==> src/rtl/core/ids_pkg.sv <==
// Package for the image difference statistics block.
// Holds field widths, saturation limits and the structs passed between
// the pixel stage, the accumulator and the top level. Depends on nothing.
package ids_pkg;

  localparam int unsigned PIX_W      = 8;
  localparam int unsigned CNT_W      = 25;
  localparam int unsigned ABS_W      = 34;
  localparam int unsigned SQ_W       = 42;
  localparam int unsigned PIX_ABS_W  = 10;   // three channel differences
  localparam int unsigned CH_SQ_W    = 16;   // one squared channel difference
  localparam int unsigned PIX_SQ_W   = 18;   // three squared differences

  localparam int unsigned IN_TDATA_W  = 48;
  localparam int unsigned OUT_TDATA_W = 160;

  localparam longint unsigned MAX_PIXELS = 64'd16777216;

  localparam longint unsigned CNT_MASK = (64'd1 << CNT_W) - 64'd1;
  localparam longint unsigned ABS_MASK = (64'd1 << ABS_W) - 64'd1;
  localparam longint unsigned SQ_MASK  = (64'd1 << SQ_W) - 64'd1;

  localparam longint unsigned CNT_LIM = MAX_PIXELS;
  localparam longint unsigned ABS_LIM = MAX_PIXELS * 64'd765;
  localparam longint unsigned SQ_LIM  = MAX_PIXELS * 64'd195075;

  localparam logic [CNT_W-1:0] CNT_CAP = CNT_W'((CNT_LIM < CNT_MASK) ? CNT_LIM : CNT_MASK);
  localparam logic [ABS_W-1:0] ABS_CAP = ABS_W'((ABS_LIM < ABS_MASK) ? ABS_LIM : ABS_MASK);
  localparam logic [SQ_W-1:0]  SQ_CAP  = SQ_W'((SQ_LIM < SQ_MASK) ? SQ_LIM : SQ_MASK);

  // Per-pixel results computed in the first logic stage.
  typedef struct packed {
    logic                 frame_start;
    logic [PIX_W-1:0]     diff_red;    // already masked by the threshold
    logic [PIX_W-1:0]     diff_green;
    logic [PIX_W-1:0]     diff_blue;
    logic                 differs;
    logic [PIX_W-1:0]     peak;        // largest raw channel difference
    logic [PIX_ABS_W-1:0] abs_sum;
    logic [CH_SQ_W-1:0]   sq_red;
    logic [CH_SQ_W-1:0]   sq_green;
    logic [CH_SQ_W-1:0]   sq_blue;
  } pix_t;

  // Running totals as they stand after the last counted pixel.
  typedef struct packed {
    logic [CNT_W-1:0] count_compared;
    logic [CNT_W-1:0] count_different;
    logic [PIX_W-1:0] peak_difference;
    logic [ABS_W-1:0] total_abs;
    logic [SQ_W-1:0]  total_squares;
  } totals_t;

endpackage

==> src/rtl/core/ids_pixel.sv <==
// Per-pixel difference logic: channel absolute differences, threshold test,
// pixel peak, absolute sum and squares. Combinational; uses ids_pkg.
module ids_pixel (
  input  logic [ids_pkg::IN_TDATA_W-1:0] pair_i,       // a_red..a_blue, b_red..b_blue
  input  logic                           frame_start_i,
  input  logic [ids_pkg::PIX_W-1:0]      threshold_i,
  output ids_pkg::pix_t                  pix_o
);

  logic [ids_pkg::PIX_W-1:0] d_r, d_g, d_b, m_rg;
  logic                      o_r, o_g, o_b;

  function automatic logic [ids_pkg::PIX_W-1:0] abs_diff(
    input logic [ids_pkg::PIX_W-1:0] x,
    input logic [ids_pkg::PIX_W-1:0] y
  );
    abs_diff = (x > y) ? (x - y) : (y - x);
  endfunction

  always_comb begin
    d_r  = abs_diff(pair_i[7:0],   pair_i[31:24]);
    d_g  = abs_diff(pair_i[15:8],  pair_i[39:32]);
    d_b  = abs_diff(pair_i[23:16], pair_i[47:40]);
    o_r  = d_r > threshold_i;
    o_g  = d_g > threshold_i;
    o_b  = d_b > threshold_i;
    m_rg = (d_g > d_r) ? d_g : d_r;

    pix_o.frame_start = frame_start_i;
    pix_o.diff_red    = o_r ? d_r : '0;
    pix_o.diff_green  = o_g ? d_g : '0;
    pix_o.diff_blue   = o_b ? d_b : '0;
    pix_o.differs     = o_r | o_g | o_b;
    pix_o.peak        = (d_b > m_rg) ? d_b : m_rg;
    pix_o.abs_sum     = ids_pkg::PIX_ABS_W'(d_r) + ids_pkg::PIX_ABS_W'(d_g)
                      + ids_pkg::PIX_ABS_W'(d_b);
    pix_o.sq_red      = ids_pkg::CH_SQ_W'(d_r) * ids_pkg::CH_SQ_W'(d_r);
    pix_o.sq_green    = ids_pkg::CH_SQ_W'(d_g) * ids_pkg::CH_SQ_W'(d_g);
    pix_o.sq_blue     = ids_pkg::CH_SQ_W'(d_b) * ids_pkg::CH_SQ_W'(d_b);
  end

endmodule

==> src/rtl/core/ids_accum.sv <==
// Running totals with frame clear and saturation at the package limits.
// Updated once per pixel on load_i; uses ids_pkg.
module ids_accum (
  input  logic            clk_i,
  input  logic            rst_ni,
  input  logic            load_i,
  input  ids_pkg::pix_t   pix_i,
  output ids_pkg::totals_t totals_o
);

  logic [ids_pkg::CNT_W-1:0]    cmp_q, cmp_d, dif_q, dif_d, cmp_b, dif_b;
  logic [ids_pkg::PIX_W-1:0]    peak_q, peak_d, peak_b;
  logic [ids_pkg::ABS_W-1:0]    abs_q, abs_d, abs_b;
  logic [ids_pkg::SQ_W-1:0]     sq_q, sq_d, sq_b;
  logic [ids_pkg::CNT_W:0]      cmp_s, dif_s;
  logic [ids_pkg::ABS_W:0]      abs_s;
  logic [ids_pkg::SQ_W:0]       sq_s;
  logic [ids_pkg::PIX_SQ_W-1:0] pix_sq;

  always_comb begin
    // A frame start clears the totals before this pixel is counted.
    cmp_b  = pix_i.frame_start ? '0 : cmp_q;
    dif_b  = pix_i.frame_start ? '0 : dif_q;
    peak_b = pix_i.frame_start ? '0 : peak_q;
    abs_b  = pix_i.frame_start ? '0 : abs_q;
    sq_b   = pix_i.frame_start ? '0 : sq_q;

    pix_sq = ids_pkg::PIX_SQ_W'(pix_i.sq_red) + ids_pkg::PIX_SQ_W'(pix_i.sq_green)
           + ids_pkg::PIX_SQ_W'(pix_i.sq_blue);

    cmp_s = {1'b0, cmp_b} + (ids_pkg::CNT_W+1)'(1);
    dif_s = {1'b0, dif_b} + (ids_pkg::CNT_W+1)'(pix_i.differs);
    abs_s = {1'b0, abs_b} + (ids_pkg::ABS_W+1)'(pix_i.abs_sum);
    sq_s  = {1'b0, sq_b} + (ids_pkg::SQ_W+1)'(pix_sq);

    // Totals never exceed their caps, so a sum above the cap clips to it.
    cmp_d  = (cmp_s > {1'b0, ids_pkg::CNT_CAP}) ? ids_pkg::CNT_CAP : cmp_s[ids_pkg::CNT_W-1:0];
    dif_d  = (dif_s > {1'b0, ids_pkg::CNT_CAP}) ? ids_pkg::CNT_CAP : dif_s[ids_pkg::CNT_W-1:0];
    abs_d  = (abs_s > {1'b0, ids_pkg::ABS_CAP}) ? ids_pkg::ABS_CAP : abs_s[ids_pkg::ABS_W-1:0];
    sq_d   = (sq_s > {1'b0, ids_pkg::SQ_CAP}) ? ids_pkg::SQ_CAP : sq_s[ids_pkg::SQ_W-1:0];
    peak_d = (pix_i.peak > peak_b) ? pix_i.peak : peak_b;
  end

  always_ff @(posedge clk_i or negedge rst_ni) begin
    if (!rst_ni) begin
      cmp_q  <= '0;
      dif_q  <= '0;
      peak_q <= '0;
      abs_q  <= '0;
      sq_q   <= '0;
    end else if (load_i) begin
      cmp_q  <= cmp_d;
      dif_q  <= dif_d;
      peak_q <= peak_d;
      abs_q  <= abs_d;
      sq_q   <= sq_d;
    end
  end

  assign totals_o.count_compared  = cmp_q;
  assign totals_o.count_different = dif_q;
  assign totals_o.peak_difference = peak_q;
  assign totals_o.total_abs       = abs_q;
  assign totals_o.total_squares   = sq_q;

endmodule

==> src/rtl/core/image_diff_stats.sv <==
// Image difference statistics: thresholded RGB difference with frame totals.
// Each item passes the input, per-pixel and output registers in order before its result shows on m_axis.
// One item per cycle while m_axis takes results; each of the three stages holds one item.
// Reset (rst_ni, async active low) empties the pipeline, clears all totals
// and sets the threshold register to zero. Uses ids_pkg, ids_pixel, ids_accum.
module image_diff_stats (
  input  logic                            clk_i,
  input  logic                            rst_ni,
  // Threshold register write channel.
  input  logic                            cfg_valid_i,
  output logic                            cfg_ready_o,
  input  logic [ids_pkg::PIX_W-1:0]       cfg_data_i,     // threshold
  // Input items.
  input  logic                            s_axis_tvalid,
  output logic                            s_axis_tready,
  // a_red, a_green, a_blue, b_red, b_green, b_blue (8 bits each)
  input  logic [ids_pkg::IN_TDATA_W-1:0]  s_axis_tdata,
  input  logic                            s_axis_tuser,   // frame_start
  // Result items.
  output logic                            m_axis_tvalid,
  input  logic                            m_axis_tready,
  // diff_red, diff_green, diff_blue (8 each), pixel_differs (1),
  // count_compared (25), count_different (25), peak_difference (8),
  // total_abs (34), total_squares (42), one zero pad bit
  output logic [ids_pkg::OUT_TDATA_W-1:0] m_axis_tdata
);

  // The pipeline has three registers. Stage one holds the raw pixel pair,
  // stage two holds the per-pixel differences and squares, and the output
  // stage holds the masked diff pixel. The running totals live in the
  // accumulator, which updates on the same edge that loads the output
  // stage, so it always shows the totals belonging to the result on m_axis.
  logic [ids_pkg::PIX_W-1:0]      thr_q;
  logic                           v1_q, v2_q, vo_q;
  logic [ids_pkg::IN_TDATA_W-1:0] pair_q;
  logic                           fs_q;
  ids_pkg::pix_t                  pix_d, pix_q;
  logic [ids_pkg::PIX_W-1:0]      dr_q, dg_q, db_q;
  logic                           differs_q;
  ids_pkg::totals_t               totals;
  logic                           in_acc, ld2, ld_out;

  // The user must change the threshold only while the block is idle; the block
  // itself does not enforce this, and no write ever needs to wait.
  assign cfg_ready_o = 1'b1;

  always_ff @(posedge clk_i or negedge rst_ni) begin
    if (!rst_ni) begin
      thr_q <= '0;
    end else if (cfg_valid_i) begin
      thr_q <= cfg_data_i;
    end
  end

  // Each stage advances when the stage after it is empty or moving on,
  // which lets a new item enter every cycle while results are taken.
  assign ld_out        = v2_q && (!vo_q || m_axis_tready);
  assign ld2           = v1_q && (!v2_q || ld_out);
  assign s_axis_tready = !v1_q || ld2;
  assign in_acc        = s_axis_tvalid && s_axis_tready;

  always_ff @(posedge clk_i or negedge rst_ni) begin
    if (!rst_ni) begin
      v1_q <= 1'b0;
      v2_q <= 1'b0;
      vo_q <= 1'b0;
    end else begin
      if (in_acc) begin
        v1_q <= 1'b1;
      end else if (ld2) begin
        v1_q <= 1'b0;
      end
      if (ld2) begin
        v2_q <= 1'b1;
      end else if (ld_out) begin
        v2_q <= 1'b0;
      end
      if (ld_out) begin
        vo_q <= 1'b1;
      end else if (m_axis_tready) begin
        vo_q <= 1'b0;
      end
    end
  end

  // Payload registers carry no reset.
  always_ff @(posedge clk_i) begin
    if (in_acc) begin
      pair_q <= s_axis_tdata;
      fs_q   <= s_axis_tuser;
    end
    if (ld2) begin
      pix_q <= pix_d;
    end
    if (ld_out) begin
      dr_q      <= pix_q.diff_red;
      dg_q      <= pix_q.diff_green;
      db_q      <= pix_q.diff_blue;
      differs_q <= pix_q.differs;
    end
  end

  ids_pixel u_pixel (
    .pair_i        (pair_q),
    .frame_start_i (fs_q),
    .threshold_i   (thr_q),
    .pix_o         (pix_d)
  );

  ids_accum u_accum (
    .clk_i    (clk_i),
    .rst_ni   (rst_ni),
    .load_i   (ld_out),
    .pix_i    (pix_q),
    .totals_o (totals)
  );

  assign m_axis_tvalid = vo_q;
  assign m_axis_tdata  = {1'b0,
                          totals.total_squares,
                          totals.total_abs,
                          totals.peak_difference,
                          totals.count_different,
                          totals.count_compared,
                          differs_q,
                          db_q,
                          dg_q,
                          dr_q};

endmodule

==> config.mk <==
export PLATFORM = sky130hd
export DESIGN_NAME = image_diff_stats
export DESIGN_NICKNAME = d
export VERILOG_FILES = /design/src/rtl/core/ids_pkg.sv /design/src/rtl/core/ids_pixel.sv /design/src/rtl/core/ids_accum.sv /design/src/rtl/core/image_diff_stats.sv
export SDC_FILE = /design/constraint.sdc
export NUM_CORES = 1
export LEC_CHECK = 0
export ABC_AREA = 1
export CORE_AREA = 2 2 237 239
export DETAILED_ROUTE_END_ITERATION = 6
export DIE_AREA = 0 0 239 241
export DONT_BUFFER_PORTS = 1
export GPL_TIMING_DRIVEN = 0
export PLACE_DENSITY = 0.71
export SYNTH_ARGS = -nofsm -noshare
export SYNTH_HDL_FRONTEND = slang
export SYNTH_SLANG_ARGS = --single-unit
export TNS_END_PERCENT = 50
==> constraint.sdc <==
create_clock -name clk_i -period 7.7 [get_ports clk_i]
set_clock_uncertainty 0.15 [all_clocks]
set_input_delay 1.155 -clock clk_i [delete_from_list [all_inputs] [get_ports clk_i]]
set_output_delay 1.155 -clock clk_i [all_outputs]
set_load 0.05 [all_outputs]
==> out/metrics.yaml <==
route:
  drtIter0Drc: 1663
  routed_wl_um: 71600
  ant_nets: 0
  dr.pass1.iters: 7
  vias: 22700
  viasPerCell: 5.19
  post_drt_wl_per_cell_um: 16.4
  drcViolationCount: 0
logic_synthesis:
  ys_seq_area_frac: 0.314
  synth.distinct_cells: 59
  synth-seq-cells: 308
  async_reset_ff_frac: 0.471
  synth.most_common_cell: "nand2_1"
  postSynthCellCount: 3594
  netlist_top_cells_count: "917 x nand2_1, 564 x inv_1, 478 x nor2_1, 259 x ha_1, 170 x a21oi_1"
  synth_area_leaders: "edfxtp_1 18%, dfrtp_1 13%, nand2_1 13%"
  syn_area_per_cell_um2: 7.56
  synth_ff_type: "edfxtp_1"
  synth_top_area_frac: 0.180
  yosysTopAreaCell: "edfxtp_1"
  synth-edff-count: 163
  ys_warn_count: 0
  netlist_area_um2: 27200
timing:
  setup_viol: 0
  fin_crit_ns: 7.04
  grt_setup_unrepaired: "no"
  fin_crit_sh: 0.914
  max-slew-margin-rel: 0.132
  tightest_slew_ns: 1.29
  max_freq_mhz: 142
  hold_viol: 0
  slew_violations: 0
  setup_tns_ns: 0
critical_path:
  crit_type: "register to register"
  max_stage_delay_ns: 0.61
  path_cells: "ha_1 > buf_2 > nand2_1 > nor3_1 > nand2_1 > nand3_1 > nand2_1 > o21ai_1 > inv_1 > clkbuf_1 > nor2_1 > fa_1 > fa_1 > fa_1 > fa_1 > ha_1 > a21oi_1 > o221ai_1 > nand2_1 > nand2_1 > a21oi_1 > o21ai_0 > a21oi_1 > xor2_1"
  worstSetupStartpointType: "register"
  critPathArrivalTime_ns: 7.24
  slowest_stage: "o21ai_1"
  endpoint_kind: "register"
  critPathMaxFanout: 10
  cp_common_cell: "nand2_1"
  critical_path_required_ns: 7.90
finish:
  fin_area_um2: 29500
  drive_above_1_share: 0.0569
  post-route-util: 0.537
  nFillCells: 5214
  finalNetCount: 4047
  syn2layout_area_growth_pct: 8.44
  final_cell_count_no_fill: 4376
worst_hold_path:
  min_path_type: "input port to async pin"
placement:
  dpl.cell_count: 4303
  place_area_um2: 28100
  io_buffer_count: 0
  dp_hpwl_um: 56500
  place.gp.congestion: 0.996
clock_network:
  cts_sinks: 308
  insertion_delay_ns: 0.58
  clock_path_buffers: 3
  root_buffer: "clkbuf_16"
  cts_tree: "built"
  hold_buffers: 0
  cts_buffers: 39
  post_cts_buffers: 0
  cts_max_level: 2
  clk_pin_slew_worst_paths_ns: 0.06
grt:
  grt_pass1_vias: 22100
  overflow: 0
  grt_pass1_wl_um: 114000
  grt_start_max_net_pins: 146
  antenna_found_initial: 2
  grt_usage: 0.249
floorplan:
  die_h_um: 241
  core-area_um2: 54900
  rows: 86
  io_pins: 225
  dieWidth_um: 239
  initial_utilization: 0.495
  die_area_um2: 57600
flow_run:
  cap_violations: 0
run_status:
  status: "completed"
## timing repair
action	4_1_cts	5_1_grt
endpoints found under the setup margin	0	4
gates resized for setup	0	2
hold endpoints to repair	0	0
## routing by layer
layer | global-route usage | vias up | wire, um
met5 | 0 | - | 13
met4 | 0.0879 | 2 | 2490
met3 | 0.0611 | 137 | 5720
met2 | 0.426 | 625 | 33400
met1 | 0.306 | 10500 | 29900
li1 | - | 11500 | -
## area by class of cell
class,instances,area [um2],share of cell area
multi-input combinational,2628,16000,0.543
tap,704,881,0.0299
clock inverter,17,208,0.00705
antenna,1,2.50,0.0000849
clock buffer,55,1140,0.0386
timing repair buffer,3,55.1,0.00187
inverter,574,2160,0.0733
sequential,308,8520,0.289
buffer,86,517,0.0175
## critical path: cells and delay by family (launching register included)
family,cells,cell delay (ns)
fa+ha+maj,6,2.64
compound gates,6,1.43
simple gates,8,1.17
buf+inv,3,0.68
flops,1,0.40
xor+xnor,1,0.33
## cell usage in the layout, fill, tap and decap left out, types with 7 or more instances in the layout
master,instances
nor3_1,26
nand3_2,9
buf_2,15
nor2_2,32
edfxtp_1,163
xnor2_1,45
nand2_1,917
o211ai_1,7
clkbuf_16,41
o21ai_0,89
fa_1,86
o21ai_1,13
nand3b_1,15
nor2_1,478
nand4_1,46
dfrtp_1,145
nor4_1,9
clkinv_2,8
nand2_2,14
ha_1,259
o21bai_1,8
a21oi_1,170
nor2_4,11
o221ai_1,9
clkbuf_1,54
a21oi_2,17
buf_6,15
nand3_1,156
xor2_1,146
inv_1,562
## stage by stage
| step | setup slack, ns | hold slack [ns] |
|---|---|---|
| 2_1_floorplan | 1.58 | 0.250 |
| 3_3_place_gp | -0.457 | 0.255 |
| 3_5_place_dp | 0.389 | 0.255 |
| 4_1_cts | 0.356 | 0.106 |
| 5_1_grt | 0.0375 | 0.112 |
| 6_report | 0.663 | 0.139 |
## cell families after synthesis
group,after synthesis,share of synthesized area
simple gates,1734,0.269
compound gates,346,0.0718
mux,7,0.00262
fa+ha+maj,345,0.183
other cells,2,0.000276
buf+inv,660,0.0984
flops,308,0.314
xor+xnor,192,0.0621
## final timing paths
kind                             from               to  slack [ns]  cells after the start
setup / recovery           pair_q[28]        pix_q[47]        0.66                     24
hold / removal                 rst_ni  u_accum.sq_q[4]        0.14                      0
setup reg to reg           pair_q[28]        pix_q[47]        0.66                     24
hold reg to reg             pix_q[70]          db_q[3]        0.27                      0
max in group asynchronous      rst_ni         thr_q[2]        7.00                      0
min in group clk_i          pix_q[70]          db_q[3]        0.27                      0
## sequential cells by signal, summed over array words and instances, names as in the netlist, 8 cells and up
register        count
u_accum.dif_q      25
pix_q              89
u_accum.peak_q      8
dg_q                8
db_q                8
pair_q             48
u_accum.abs_q      34
u_accum.sq_q       42
thr_q               8
dr_q                8
u_accum.cmp_q      25
Power is left out: the tool's default activity adds up to more than one toggle a clock period on the data nets, which glitch-free logic cannot reach.
